--- config.mk ---
export PLATFORM = sky130hd
export DESIGN_NAME = elf_note_build_id_parser
export DESIGN_NICKNAME = d
export VERILOG_FILES = /design/src/hw/rtl/elfn_pkg.sv /design/src/hw/rtl/elfn_front.sv /design/src/hw/rtl/elfn_queue.sv /design/src/hw/rtl/elfn_back.sv /design/src/hw/rtl/elf_note_build_id_parser.sv
export SDC_FILE = /design/constraint.sdc
export NUM_CORES = 2
export LEC_CHECK = 0
export BUFFER_PORTS_ARGS = -buffer_cell sky130_fd_sc_hd__buf_2
export CORE_UTILIZATION = 45
export DETAILED_ROUTE_END_ITERATION = 6
export MAX_ROUTING_LAYER = met4
export PLACE_DENSITY = 0.63
export SYNTH_ARGS = -nofsm -noshare
export SYNTH_HDL_FRONTEND = slang
export SYNTH_SLANG_ARGS = --single-unit
--- constraint.sdc ---
create_clock -name clock -period 15.56 [get_ports clock]
set_clock_uncertainty 0.05 [all_clocks]
set_input_delay 3.89 -clock clock [delete_from_list [all_inputs] [get_ports clock]]
set_output_delay 3.89 -clock clock [all_outputs]
set_load 0.05 [all_outputs]
--- src/hw/rtl/elfn_pkg.sv ---
// Shared types and constants for the ELF build-id note parser.
// Used by the front, queue, back and top-level modules; no dependencies.

package elfn_pkg;

   // Number of identifier bytes captured and emitted per run.
   localparam int ID_BYTES    = 20;
   localparam int IDX_W       = (ID_BYTES > 1) ? $clog2(ID_BYTES) : 1;
   localparam int CAP_W       = $clog2(ID_BYTES + 1);

   // Runs that may wait between the parser and the result emitter.
   localparam int QUEUE_DEPTH = 2;
   localparam int QPTR_W      = (QUEUE_DEPTH > 1) ? $clog2(QUEUE_DEPTH) : 1;
   localparam int QCNT_W      = $clog2(QUEUE_DEPTH + 1);

   // Stream payload widths.
   localparam int REQ_DATA_W  = 8;
   localparam int RSP_DATA_W  = 24;
   localparam int CSR_DATA_W  = 32;

   // Configuration register indexes.
   localparam logic CSR_BIG_ENDIAN    = 1'b0;
   localparam logic CSR_REGION_LENGTH = 1'b1;

   // Note header layout and the note we look for.
   localparam int          HDR_BYTES     = 12;
   localparam logic [31:0] NT_BUILD_ID   = 32'd3;
   localparam logic [31:0] GNU_NAME_SIZE = 32'd4;
   localparam logic [3:0][7:0] GNU_NAME  = {8'h00, 8'h55, 8'h4E, 8'h47};

   // Low five bits of the final byte index of a run.
   localparam logic [4:0] LAST_INDEX5 = 5'((ID_BYTES - 1) % 32);

   // Everything the emitter needs to produce one result run.
   typedef struct packed {
      logic [ID_BYTES-1:0][7:0] id;
      logic                     found;
      logic [CAP_W-1:0]         len;
   } run_type;

   // Head of the run queue as seen by the emitter.
   typedef struct packed {
      logic    valid;
      run_type run;
   } q_head_type;

endpackage

--- src/hw/rtl/elfn_front.sv ---
// Byte-level note parser: walks note headers, matches the GNU build-id note
// and captures its descriptor. Depends on elfn_pkg.

module elfn_front
   import elfn_pkg::*;
(
   input  logic        clock,
   input  logic        reset,
   input  logic        big_endian,
   input  logic [31:0] region_length,
   input  logic        in_accept,
   input  logic        start_req,
   input  logic [7:0]  data_byte,
   output logic        push,
   output run_type     push_run
);

   typedef enum logic [2:0] {
      PH_HEADER,
      PH_NAME,
      PH_SKIP,
      PH_CAPTURE,
      PH_DONE
   } phase_type;

   phase_type                phase_ff, phase_in, cur_phase;
   logic [HDR_BYTES*8-1:0]   hdr_ff, hdr_in, cur_hdr, hdr_wr;
   logic [32:0]              count_ff, count_in, cur_count, count_inc;
   logic [31:0]              pos_ff, pos_in, cur_pos;
   logic                     name_ok_ff, name_ok_in, cur_name_ok;
   logic [ID_BYTES-1:0][7:0] store_ff, store_in, cur_store;
   logic [CAP_W-1:0]         cap_ff, cap_in, cur_cap;
   logic                     found_ff, found_in, cur_found;

   logic [31:0]      w0, w1, w2;
   logic [32:0]      pad0, pad1;
   logic             hdr_ok, name_chk, fin_ok, in_region, final_byte;
   logic [CAP_W-1:0] fin_cap;
   phase_type        fin_phase;
   logic             push_in;

   function automatic logic [31:0] hdr_word(input logic [HDR_BYTES*8-1:0] hb,
                                            input int w, input logic be);
      logic [31:0] raw;
      raw = hb[w*32 +: 32];
      hdr_word = be ? {raw[7:0], raw[15:8], raw[23:16], raw[31:24]} : raw;
   endfunction

   function automatic logic [32:0] pad4(input logic [31:0] v);
      pad4 = ({1'b0, v} + 33'd3) & ~33'd3;
   endfunction

   always_comb begin
      // A start marker clears the parser before this byte is taken.
      cur_phase   = start_req ? PH_HEADER : phase_ff;
      cur_hdr     = start_req ? '0 : hdr_ff;
      cur_count   = start_req ? '0 : count_ff;
      cur_pos     = start_req ? '0 : pos_ff;
      cur_name_ok = start_req ? 1'b0 : name_ok_ff;
      cur_store   = start_req ? '0 : store_ff;
      cur_cap     = start_req ? '0 : cap_ff;
      cur_found   = start_req ? 1'b0 : found_ff;

      count_inc  = cur_count + 33'd1;
      in_region  = cur_pos < region_length;
      final_byte = in_region && (cur_pos == region_length - 32'd1);

      hdr_wr = cur_hdr;
      if (cur_phase == PH_HEADER) begin
         for (int k = 0; k < HDR_BYTES; k++) begin
            if (cur_count == 33'(k)) begin
               hdr_wr[k*8 +: 8] = data_byte;
            end
         end
      end

      w0   = hdr_word(hdr_wr, 0, big_endian);
      w1   = hdr_word(hdr_wr, 1, big_endian);
      w2   = hdr_word(hdr_wr, 2, big_endian);
      pad0 = pad4(w0);
      pad1 = pad4(w1);

      hdr_ok   = (w2 == NT_BUILD_ID) && (w0 == GNU_NAME_SIZE);
      name_chk = cur_name_ok &&
                 !((cur_count < 33'd4) && (data_byte != GNU_NAME[cur_count[1:0]]));
      fin_ok   = (cur_phase == PH_HEADER) ? hdr_ok : name_chk;

      fin_cap = (pad1 < 33'(ID_BYTES)) ? pad1[CAP_W-1:0] : CAP_W'(ID_BYTES);
      if (fin_ok) begin
         fin_phase = (fin_cap == '0) ? PH_DONE : PH_CAPTURE;
      end else begin
         fin_phase = (pad1 == '0) ? PH_HEADER : PH_SKIP;
      end

      phase_in   = cur_phase;
      hdr_in     = cur_hdr;
      count_in   = cur_count;
      name_ok_in = cur_name_ok;
      store_in   = cur_store;
      cap_in     = cur_cap;
      found_in   = cur_found;
      pos_in     = (cur_pos == '1) ? cur_pos : cur_pos + 32'd1;

      if (in_region) begin
         case (cur_phase)
            PH_HEADER: begin
               if ((cur_count == '0) &&
                   ({1'b0, cur_pos} + 33'd12 >= {1'b0, region_length})) begin
                  phase_in = PH_DONE;
               end else begin
                  hdr_in   = hdr_wr;
                  count_in = count_inc;
                  if (count_inc >= 33'(HDR_BYTES)) begin
                     count_in   = '0;
                     name_ok_in = hdr_ok;
                     phase_in   = PH_NAME;
                     if (pad0 == '0) begin
                        if (fin_ok) begin
                           found_in = 1'b1;
                           cap_in   = fin_cap;
                        end
                        phase_in = fin_phase;
                     end
                  end
               end
            end
            PH_NAME: begin
               name_ok_in = name_chk;
               count_in   = count_inc;
               if (count_inc >= pad0) begin
                  count_in = '0;
                  if (fin_ok) begin
                     found_in = 1'b1;
                     cap_in   = fin_cap;
                  end
                  phase_in = fin_phase;
               end
            end
            PH_SKIP: begin
               count_in = count_inc;
               if (count_inc >= pad1) begin
                  count_in = '0;
                  phase_in = PH_HEADER;
               end
            end
            PH_CAPTURE: begin
               for (int k = 0; k < ID_BYTES; k++) begin
                  if (cur_count == 33'(k)) begin
                     store_in[k] = data_byte;
                  end
               end
               count_in = count_inc;
               if (count_inc >= 33'(cur_cap)) begin
                  phase_in = PH_DONE;
               end
            end
            default: begin
               phase_in = PH_DONE;
            end
         endcase
      end

      push_in = in_accept && final_byte;
   end

   assign push           = push_in;
   assign push_run.id    = store_in;
   assign push_run.found = found_in;
   assign push_run.len   = cap_in;

   always_ff @(posedge clock) begin
      if (reset) begin
         phase_ff   <= PH_HEADER;
         hdr_ff     <= '0;
         count_ff   <= '0;
         pos_ff     <= '0;
         name_ok_ff <= 1'b0;
         store_ff   <= '0;
         cap_ff     <= '0;
         found_ff   <= 1'b0;
      end else if (in_accept) begin
         phase_ff   <= phase_in;
         hdr_ff     <= hdr_in;
         count_ff   <= count_in;
         pos_ff     <= pos_in;
         name_ok_ff <= name_ok_in;
         store_ff   <= store_in;
         cap_ff     <= cap_in;
         found_ff   <= found_in;
      end
   end

endmodule

--- src/hw/rtl/elfn_queue.sv ---
// Short queue of finished runs between the parser and the result emitter.
// Depends on elfn_pkg.

module elfn_queue
   import elfn_pkg::*;
(
   input  logic       clock,
   input  logic       reset,
   input  logic       push,
   input  run_type    push_run,
   input  logic       pop,
   output logic       full,
   output q_head_type head
);

   run_type             entries_ff [QUEUE_DEPTH];
   logic [QPTR_W-1:0]   wr_ptr_ff, wr_ptr_in, rd_ptr_ff, rd_ptr_in;
   logic [QCNT_W-1:0]   count_ff, count_in;
   logic                do_push, do_pop;

   assign full     = (count_ff == QCNT_W'(QUEUE_DEPTH));
   assign do_push  = push && !full;
   assign do_pop   = pop && (count_ff != '0);
   assign head.valid = (count_ff != '0);
   assign head.run   = entries_ff[rd_ptr_ff];

   always_comb begin
      wr_ptr_in = wr_ptr_ff;
      rd_ptr_in = rd_ptr_ff;
      count_in  = count_ff;
      if (do_push) begin
         wr_ptr_in = (wr_ptr_ff == QPTR_W'(QUEUE_DEPTH - 1)) ? '0 : wr_ptr_ff + 1'b1;
      end
      if (do_pop) begin
         rd_ptr_in = (rd_ptr_ff == QPTR_W'(QUEUE_DEPTH - 1)) ? '0 : rd_ptr_ff + 1'b1;
      end
      case ({do_push, do_pop})
         2'b10:   count_in = count_ff + 1'b1;
         2'b01:   count_in = count_ff - 1'b1;
         default: count_in = count_ff;
      endcase
   end

   always_ff @(posedge clock) begin
      if (reset) begin
         wr_ptr_ff <= '0;
         rd_ptr_ff <= '0;
         count_ff  <= '0;
      end else begin
         wr_ptr_ff <= wr_ptr_in;
         rd_ptr_ff <= rd_ptr_in;
         count_ff  <= count_in;
      end
   end

   always_ff @(posedge clock) begin
      if (do_push) begin
         entries_ff[wr_ptr_ff] <= push_run;
      end
   end

endmodule

--- src/hw/rtl/elfn_back.sv ---
// Result emitter: turns one queued run into ID_BYTES output words through
// a registered output stage. Depends on elfn_pkg.

module elfn_back
   import elfn_pkg::*;
(
   input  logic                  clock,
   input  logic                  reset,
   input  q_head_type            head,
   output logic                  pop,
   output logic                  rsp_tvalid,
   input  logic                  rsp_tready,
   output logic [RSP_DATA_W-1:0] rsp_tdata,
   output logic                  rsp_tuser,
   output logic                  rsp_tlast
);

   logic [IDX_W-1:0]      idx_ff, idx_in;
   logic                  tvalid_ff, tvalid_in;
   logic [RSP_DATA_W-1:0] tdata_ff, tdata_in;
   logic                  tuser_ff, tuser_in;
   logic                  tlast_ff, tlast_in;
   logic                  load, at_end;
   logic [31:0]           idx_wide, len_wide;
   logic [7:0]            id_byte;

   assign load     = head.valid && (!tvalid_ff || rsp_tready);
   assign at_end   = (idx_ff == IDX_W'(ID_BYTES - 1));
   assign idx_wide = 32'(idx_ff);
   assign len_wide = 32'(head.run.len);
   assign id_byte  = (idx_wide < len_wide) ? head.run.id[idx_ff] : 8'h00;
   assign pop      = load && at_end;

   always_comb begin
      idx_in    = idx_ff;
      tvalid_in = tvalid_ff;
      tdata_in  = tdata_ff;
      tuser_in  = tuser_ff;
      tlast_in  = tlast_ff;
      if (load) begin
         tvalid_in = 1'b1;
         tdata_in  = {6'b0, len_wide[4:0], idx_wide[4:0], id_byte};
         tuser_in  = head.run.found;
         tlast_in  = at_end;
         idx_in    = at_end ? '0 : idx_ff + 1'b1;
      end else if (rsp_tready) begin
         tvalid_in = 1'b0;
      end
   end

   always_ff @(posedge clock) begin
      if (reset) begin
         idx_ff    <= '0;
         tvalid_ff <= 1'b0;
      end else begin
         idx_ff    <= idx_in;
         tvalid_ff <= tvalid_in;
      end
   end

   always_ff @(posedge clock) begin
      tdata_ff <= tdata_in;
      tuser_ff <= tuser_in;
      tlast_ff <= tlast_in;
   end

   assign rsp_tvalid = tvalid_ff;
   assign rsp_tdata  = tdata_ff;
   assign rsp_tuser  = tuser_ff;
   assign rsp_tlast  = tlast_ff;

endmodule

--- src/hw/rtl/elf_note_build_id_parser.sv ---
// Top level of the ELF note build-id parser: configuration registers,
// byte parser, run queue and result emitter. Depends on elfn_pkg.

// The block takes an ELF note region one byte per word on the req_ channel
// and looks for the first note of type 3 named "GNU" (with its NUL). Header
// words are read in the byte order set by the big_endian register, and only
// region_length bytes count; bytes past the end are dropped without a
// result, and a word with the start flag in req_tuser begins a new region.
// When the last region byte arrives, one run of ID_BYTES (20) words leaves
// on the rsp_ channel: the identifier byte, its index, the found flag and
// the captured length, with tlast on the final word. The parser takes one
// byte every cycle while the queue has room. Each run leaves the emitter
// through its registered output stage, and up to two finished runs wait
// in a queue between parser and emitter, so req_tready drops only while
// both queue slots are taken. There is no clearing pass after reset.
// Configuration writes belong to idle periods, when no result is still pending.

module elf_note_build_id_parser
   import elfn_pkg::*;
(
   input  logic                  clock,
   input  logic                  reset,
   // Configuration write port.
   input  logic                  csr_wr_en,
   input  logic                  csr_index,
   input  logic [CSR_DATA_W-1:0] csr_wdata,
   // Region bytes in.
   input  logic                  req_tvalid,
   output logic                  req_tready,
   input  logic [REQ_DATA_W-1:0] req_tdata,  // [7:0] data_byte
   input  logic                  req_tuser,  // [0] start_req
   // Identifier words out.
   output logic                  rsp_tvalid,
   input  logic                  rsp_tready,
   output logic [RSP_DATA_W-1:0] rsp_tdata,  // [7:0] id_byte, [12:8] byte_index,
                                             // [17:13] id_length, [23:18] zero
   output logic                  rsp_tuser,  // [0] found
   output logic                  rsp_tlast   // last word of the run
);

   logic        big_endian_ff, big_endian_in;
   logic [31:0] region_length_ff, region_length_in;

   logic        in_accept;
   logic        q_push, q_pop, q_full;
   run_type     q_push_run;
   q_head_type  q_head;

   // Configuration registers, written without handshake.
   always_comb begin
      big_endian_in    = big_endian_ff;
      region_length_in = region_length_ff;
      if (csr_wr_en) begin
         case (csr_index)
            CSR_BIG_ENDIAN:    big_endian_in    = csr_wdata[0];
            CSR_REGION_LENGTH: region_length_in = csr_wdata[31:0];
            default:           big_endian_in    = big_endian_ff;
         endcase
      end
   end

   always_ff @(posedge clock) begin
      if (reset) begin
         big_endian_ff    <= 1'b0;
         region_length_ff <= '0;
      end else begin
         big_endian_ff    <= big_endian_in;
         region_length_ff <= region_length_in;
      end
   end

   // The parser takes a byte whenever the run queue is not full.
   assign req_tready = !q_full;
   assign in_accept  = req_tvalid && req_tready;

   elfn_front u_front (
      .clock         (clock),
      .reset         (reset),
      .big_endian    (big_endian_ff),
      .region_length (region_length_ff),
      .in_accept     (in_accept),
      .start_req     (req_tuser),
      .data_byte     (req_tdata[7:0]),
      .push          (q_push),
      .push_run      (q_push_run)
   );

   elfn_queue u_queue (
      .clock    (clock),
      .reset    (reset),
      .push     (q_push),
      .push_run (q_push_run),
      .pop      (q_pop),
      .full     (q_full),
      .head     (q_head)
   );

   elfn_back u_back (
      .clock      (clock),
      .reset      (reset),
      .head       (q_head),
      .pop        (q_pop),
      .rsp_tvalid (rsp_tvalid),
      .rsp_tready (rsp_tready),
      .rsp_tdata  (rsp_tdata),
      .rsp_tuser  (rsp_tuser),
      .rsp_tlast  (rsp_tlast)
   );

   // A run without a build-id note carries zero length and zero bytes.
   a_not_found_empty : assert property (@(posedge clock) disable iff (reset)
      rsp_tvalid && !rsp_tuser |-> rsp_tdata[17:13] == 5'd0 && rsp_tdata[7:0] == 8'd0)
      else $error("word of a run without a note carries data");

   // The run ends exactly on its final byte index.
   a_last_index : assert property (@(posedge clock) disable iff (reset)
      rsp_tvalid && rsp_tlast |-> rsp_tdata[12:8] == LAST_INDEX5)
      else $error("tlast on a word that is not the final index");

   // Inside a run the next word follows at once and keeps the found flag.
   a_run_gapless : assert property (@(posedge clock) disable iff (reset)
      rsp_tvalid && rsp_tready && !rsp_tlast |=>
         rsp_tvalid && rsp_tuser == $past(rsp_tuser))
      else $error("gap or found change inside a run");

endmodule
==> run summary <==
Final nets: 4342
Final wirelength: 125000 um
Post-Synth Simple-Gate Area: 20.8%
Post-synthesis mux area share: 8.37%
Worst path top cell family by delay: simple AND/OR/NAND/NOR gates
Die area: 91800 um^2
Worst Setup Start Kind: input port
Register Area: 18100 um^2
Worst path bufs/invs: 2
WP data required: 16.09 ns
Core ar.: 89900 um^2
Post-route ant nets: 0
Vias/cell: 6.06
CTS tree: yes
Iter 0 DRT Violations: 3267
Initial antenna violation count: 3
Commonest non-fill, non-tap cell in the layout: nand2_1
#FFs+latches synth: 727
Final hold vios: 0
Post-CTS setup buffers: 0
Tmin final: 10.55 ns
Max FO, Critical Path: 76
VDD IR-drop max: 0.0763 mV
Remaining global-route overflow: 0
Initial core utilization: 45.4%
Die height: 303 um
Slew Limit Fails: 0
Worst Setup Slack, final: 5.01 ns
Yosys cell types: 101
Top post-synthesis cells by area: edfxtp_1 (26%), dfxtp_1 (18%), nand2_1 (5.4%), mux4_2 (5.3%), ha_1 (4.3%)
Clk sinks: 727
P per Cell Area: 95.4 nW/um^2
Via count: 32800
TritonRoute pass-1 iters: 6
Place WS: 4.50 ns
CP arrival: 11.08 ns
Most frequent cells in the layout: nand2_1 (584), nor2_1 (389), dfxtp_1 (371), edfxtp_1 (352), o21ai_0 (203)
Final setup fails: 0
First-pass GRT wire length: 192000 um
Part of the cycle the worst path needs: 67.8%
Clock transition at path regs: 0.06 ns
GRT Total Usage: 28.1%
TritonCTS Buffers: 82
Status: finished clean
Routed wire per std cell: 23.2 um
Area grow syn2layout: 9.62%
EDFF count, synth: 352
FMAX: 94.8 MHz
Register area share after synthesis: 44.3%
Slew margin rel.: 13.9%
I/O Buffers: 68
Largest family of logic cells by synthesized area: simple AND/OR/NAND/NOR gates
Crit Path Class: input port to flip-flop
Share of cells above drive strength 1: 12.3%
Hold WS: 0.401 ns
Root buffer cell: clkbuf_16
Clock Path Buffers: 3
HPWL reported at the end of detailed placement: 84100 um
H-tree lvl count: 3
DIE WIDTH: 303 um
Ports: 75
Post-synthesis xor/xnor area fraction: 3.87%
Synth top area share: 25.9%
Area fraction in compound gates after synthesis: 14.7%
Overall Power: 4.26 mW
Row Count: 110
CP max stage delay: 0.94 ns
Hold Path Class: flip-flop to flip-flop
R2R setup slack: 7.68 ns
Cts hold-fix bufs: 0
Synthesized area: 40800 um^2
Total of max-cap violations: 0
Adder and majority cell fraction of the synthesized area: 4.27%
Synth Instances: 4237
RSZ-0062 raised after global routing: false
Synth Warn #: 0
Clock latency on the worst-skew pair: 0.67 ns
Async SR Flop Fraction: 0%
Critical path endpoint category: flip-flop
Area of the multi-input gates: 21300 um^2
DRC errors left: 0
Fillers: 8225
Leak: 16.2 nW
Primary FF master, synth: dfxtp_1
Cell Chain, Critical Path: buf_6 > nor4b_2 > nand3_1 > or4_1 > o2bb2a_1 > nand3_1 > nand3_1 > nor4b_2 > nand3_1 > xor2_1 > ha_1 > a21o_1 > a21o_1 > a21o_1 > a21o_1 > a21o_1 > a21o_1 > a211oi_1 > a211oi_1 > a31oi_2 > buf_4 > a22oi_1 > nor2_1
Vias in the first global route: 31000
CP dominant cell by count: a21o_1
Largest net degree at the start of global routing: 162
Slew @ Worst Pin: 1.28 ns
CP max stage cell: or4_1
Cell taking the most area after synthesis: edfxtp_1
Final Wtd Congestion: 1.03
Syn_area_per_cell: 9.62 um^2
CTS-repair resized insts: 0
synthesized netlist by cell type (10+ instances only):
cell and n:
and3_1 72, o21ai_0 203, edfxtp_1 352, nand2_1 585
mux4_2 96, nor4_2 10, or2_2 15, ha_1 139
a211oi_1 27, inv_1 69, o211ai_1 17, mux2_2 28
nand2b_1 76, buf_2 20, o21ba_2 24, nor4_1 47
a31o_2 28, clkbuf_1 255, buf_1 23, a21o_1 49
nor2_1 391, xor2_1 60, and2_1 29, a22oi_1 140
o21ai_1 16, o211a_1 59, nand3_1 111, o22ai_1 13
a31oi_1 19, o21a_1 16, or3_1 17, a21oi_1 160
dfxtp_1 375, nand4_1 86, and4_1 13, or4_1 20
nor3b_1 16, mux2i_1 91, nor2b_1 94, nor3_1 87
xnor2_1 120
per-layer routing:
layer	share of wire, %	GRT usage [%]	vias to the layer above
li1	-	-	15400
met1	43	37.4	15900
met2	47	44.0	1242
met3	6.9	3.98	231
met4	3.1	9.05	0
met5	0	-	-
logic make-up (layout without fill, tap and decap cells):
| family | after synthesis | in the layout |
|---|---|---|
| xor gates and xnor gates | 180 | 180 |
| other | 1 | 8 |
| AOI/OAI and AO/OA | 873 | 873 |
| muxes | 217 | 217 |
| and+or+nand+nor | 1721 | 1721 |
| DFF | 727 | 727 |
| buffers and inverters | 379 | 362 |
| adders and majority gates | 139 | 139 |
cell type report:
class / count / area share (%)
inverter: 72 / 0.619
multi-input combinational: 3136 / 47.7
clock inverter: 45 / 0.910
antenna: 2 / 0.0112
clock buffer: 108 / 5.01
timing repair buffer: 137 / 2.01
sequential: 727 / 40.5
tap: 1176 / 3.29
through the flow:
stage / TNS, ns / instance area, um^2 / util (%) / std cells
after global placement: 0 / 42000 / 46.8 / 5248
after detailed placement: 0 / 42000 / 46.8 / 5248
after floorplan: -120.65 / 40800 / - / 4242
final: 0 / 44700 / 49.7 / 5403
after global routing: 0 / 44700 / 49.7 / 5402
after CTS: 0 / 44700 / 49.7 / 5401
power by group:
part	leakage, nW	switching, mW	total (mW)	internal (mW)
sequential	6.21	0.0150	2.03	2.01
clock	1.29	0.833	1.91	1.08
combinational	8.68	0.226	0.324	0.0975
flip-flops by register name, indices dropped and copies added, names as in the netlist, 2 cells and up, named ones only:
| signal | flops |
|---|---|
| u_back.idx_ff | 5 |
| u_front.count_ff | 33 |
| u_front.cap_ff | 5 |
| u_queue.count_ff | 2 |
| u_back.rsp_tdata | 18 |
| u_front.pos_ff | 32 |
| u_queue.entries_ff | 332 |
| u_front.hdr_ff | 96 |
| region_length_ff | 32 |
| u_front.store_ff | 160 |
| u_front.phase_ff | 3 |
worst paths after layout:
path | startpoint | cells past startpoint | end
worst max-delay path | req_tuser | 23 | u_front.count_ff[26]
worst min-delay path | u_front.hdr_ff[71] | 2 | u_front.hdr_ff[71]
worst max register to register | u_front.count_ff[15] | 22 | u_front.count_ff[26]
worst min register to register | u_front.hdr_ff[71] | 2 | u_front.hdr_ff[71]
worst register-to-register path: stages, from the launching register on:
cell and delay (ns):
dfxtp_1 0.42, nor4_4 0.67, nand4_1 0.77, or4_1 1.09, o2bb2a_1 0.42, nand3_1 0.22, nand3_1 0.32, nor4b_2 0.57
nand3_1 0.16, xor2_1 0.17, ha_1 0.31, a21o_1 0.18, a21o_1 0.17, a21o_1 0.17, a21o_1 0.17, a21o_1 0.17
a21o_1 0.17, a211oi_1 0.24, a211oi_1 0.18, a31oi_2 0.51, buf_4 0.40, a22oi_1 0.15, nor2_1 0.13
(Power assumes the default switching activity.)
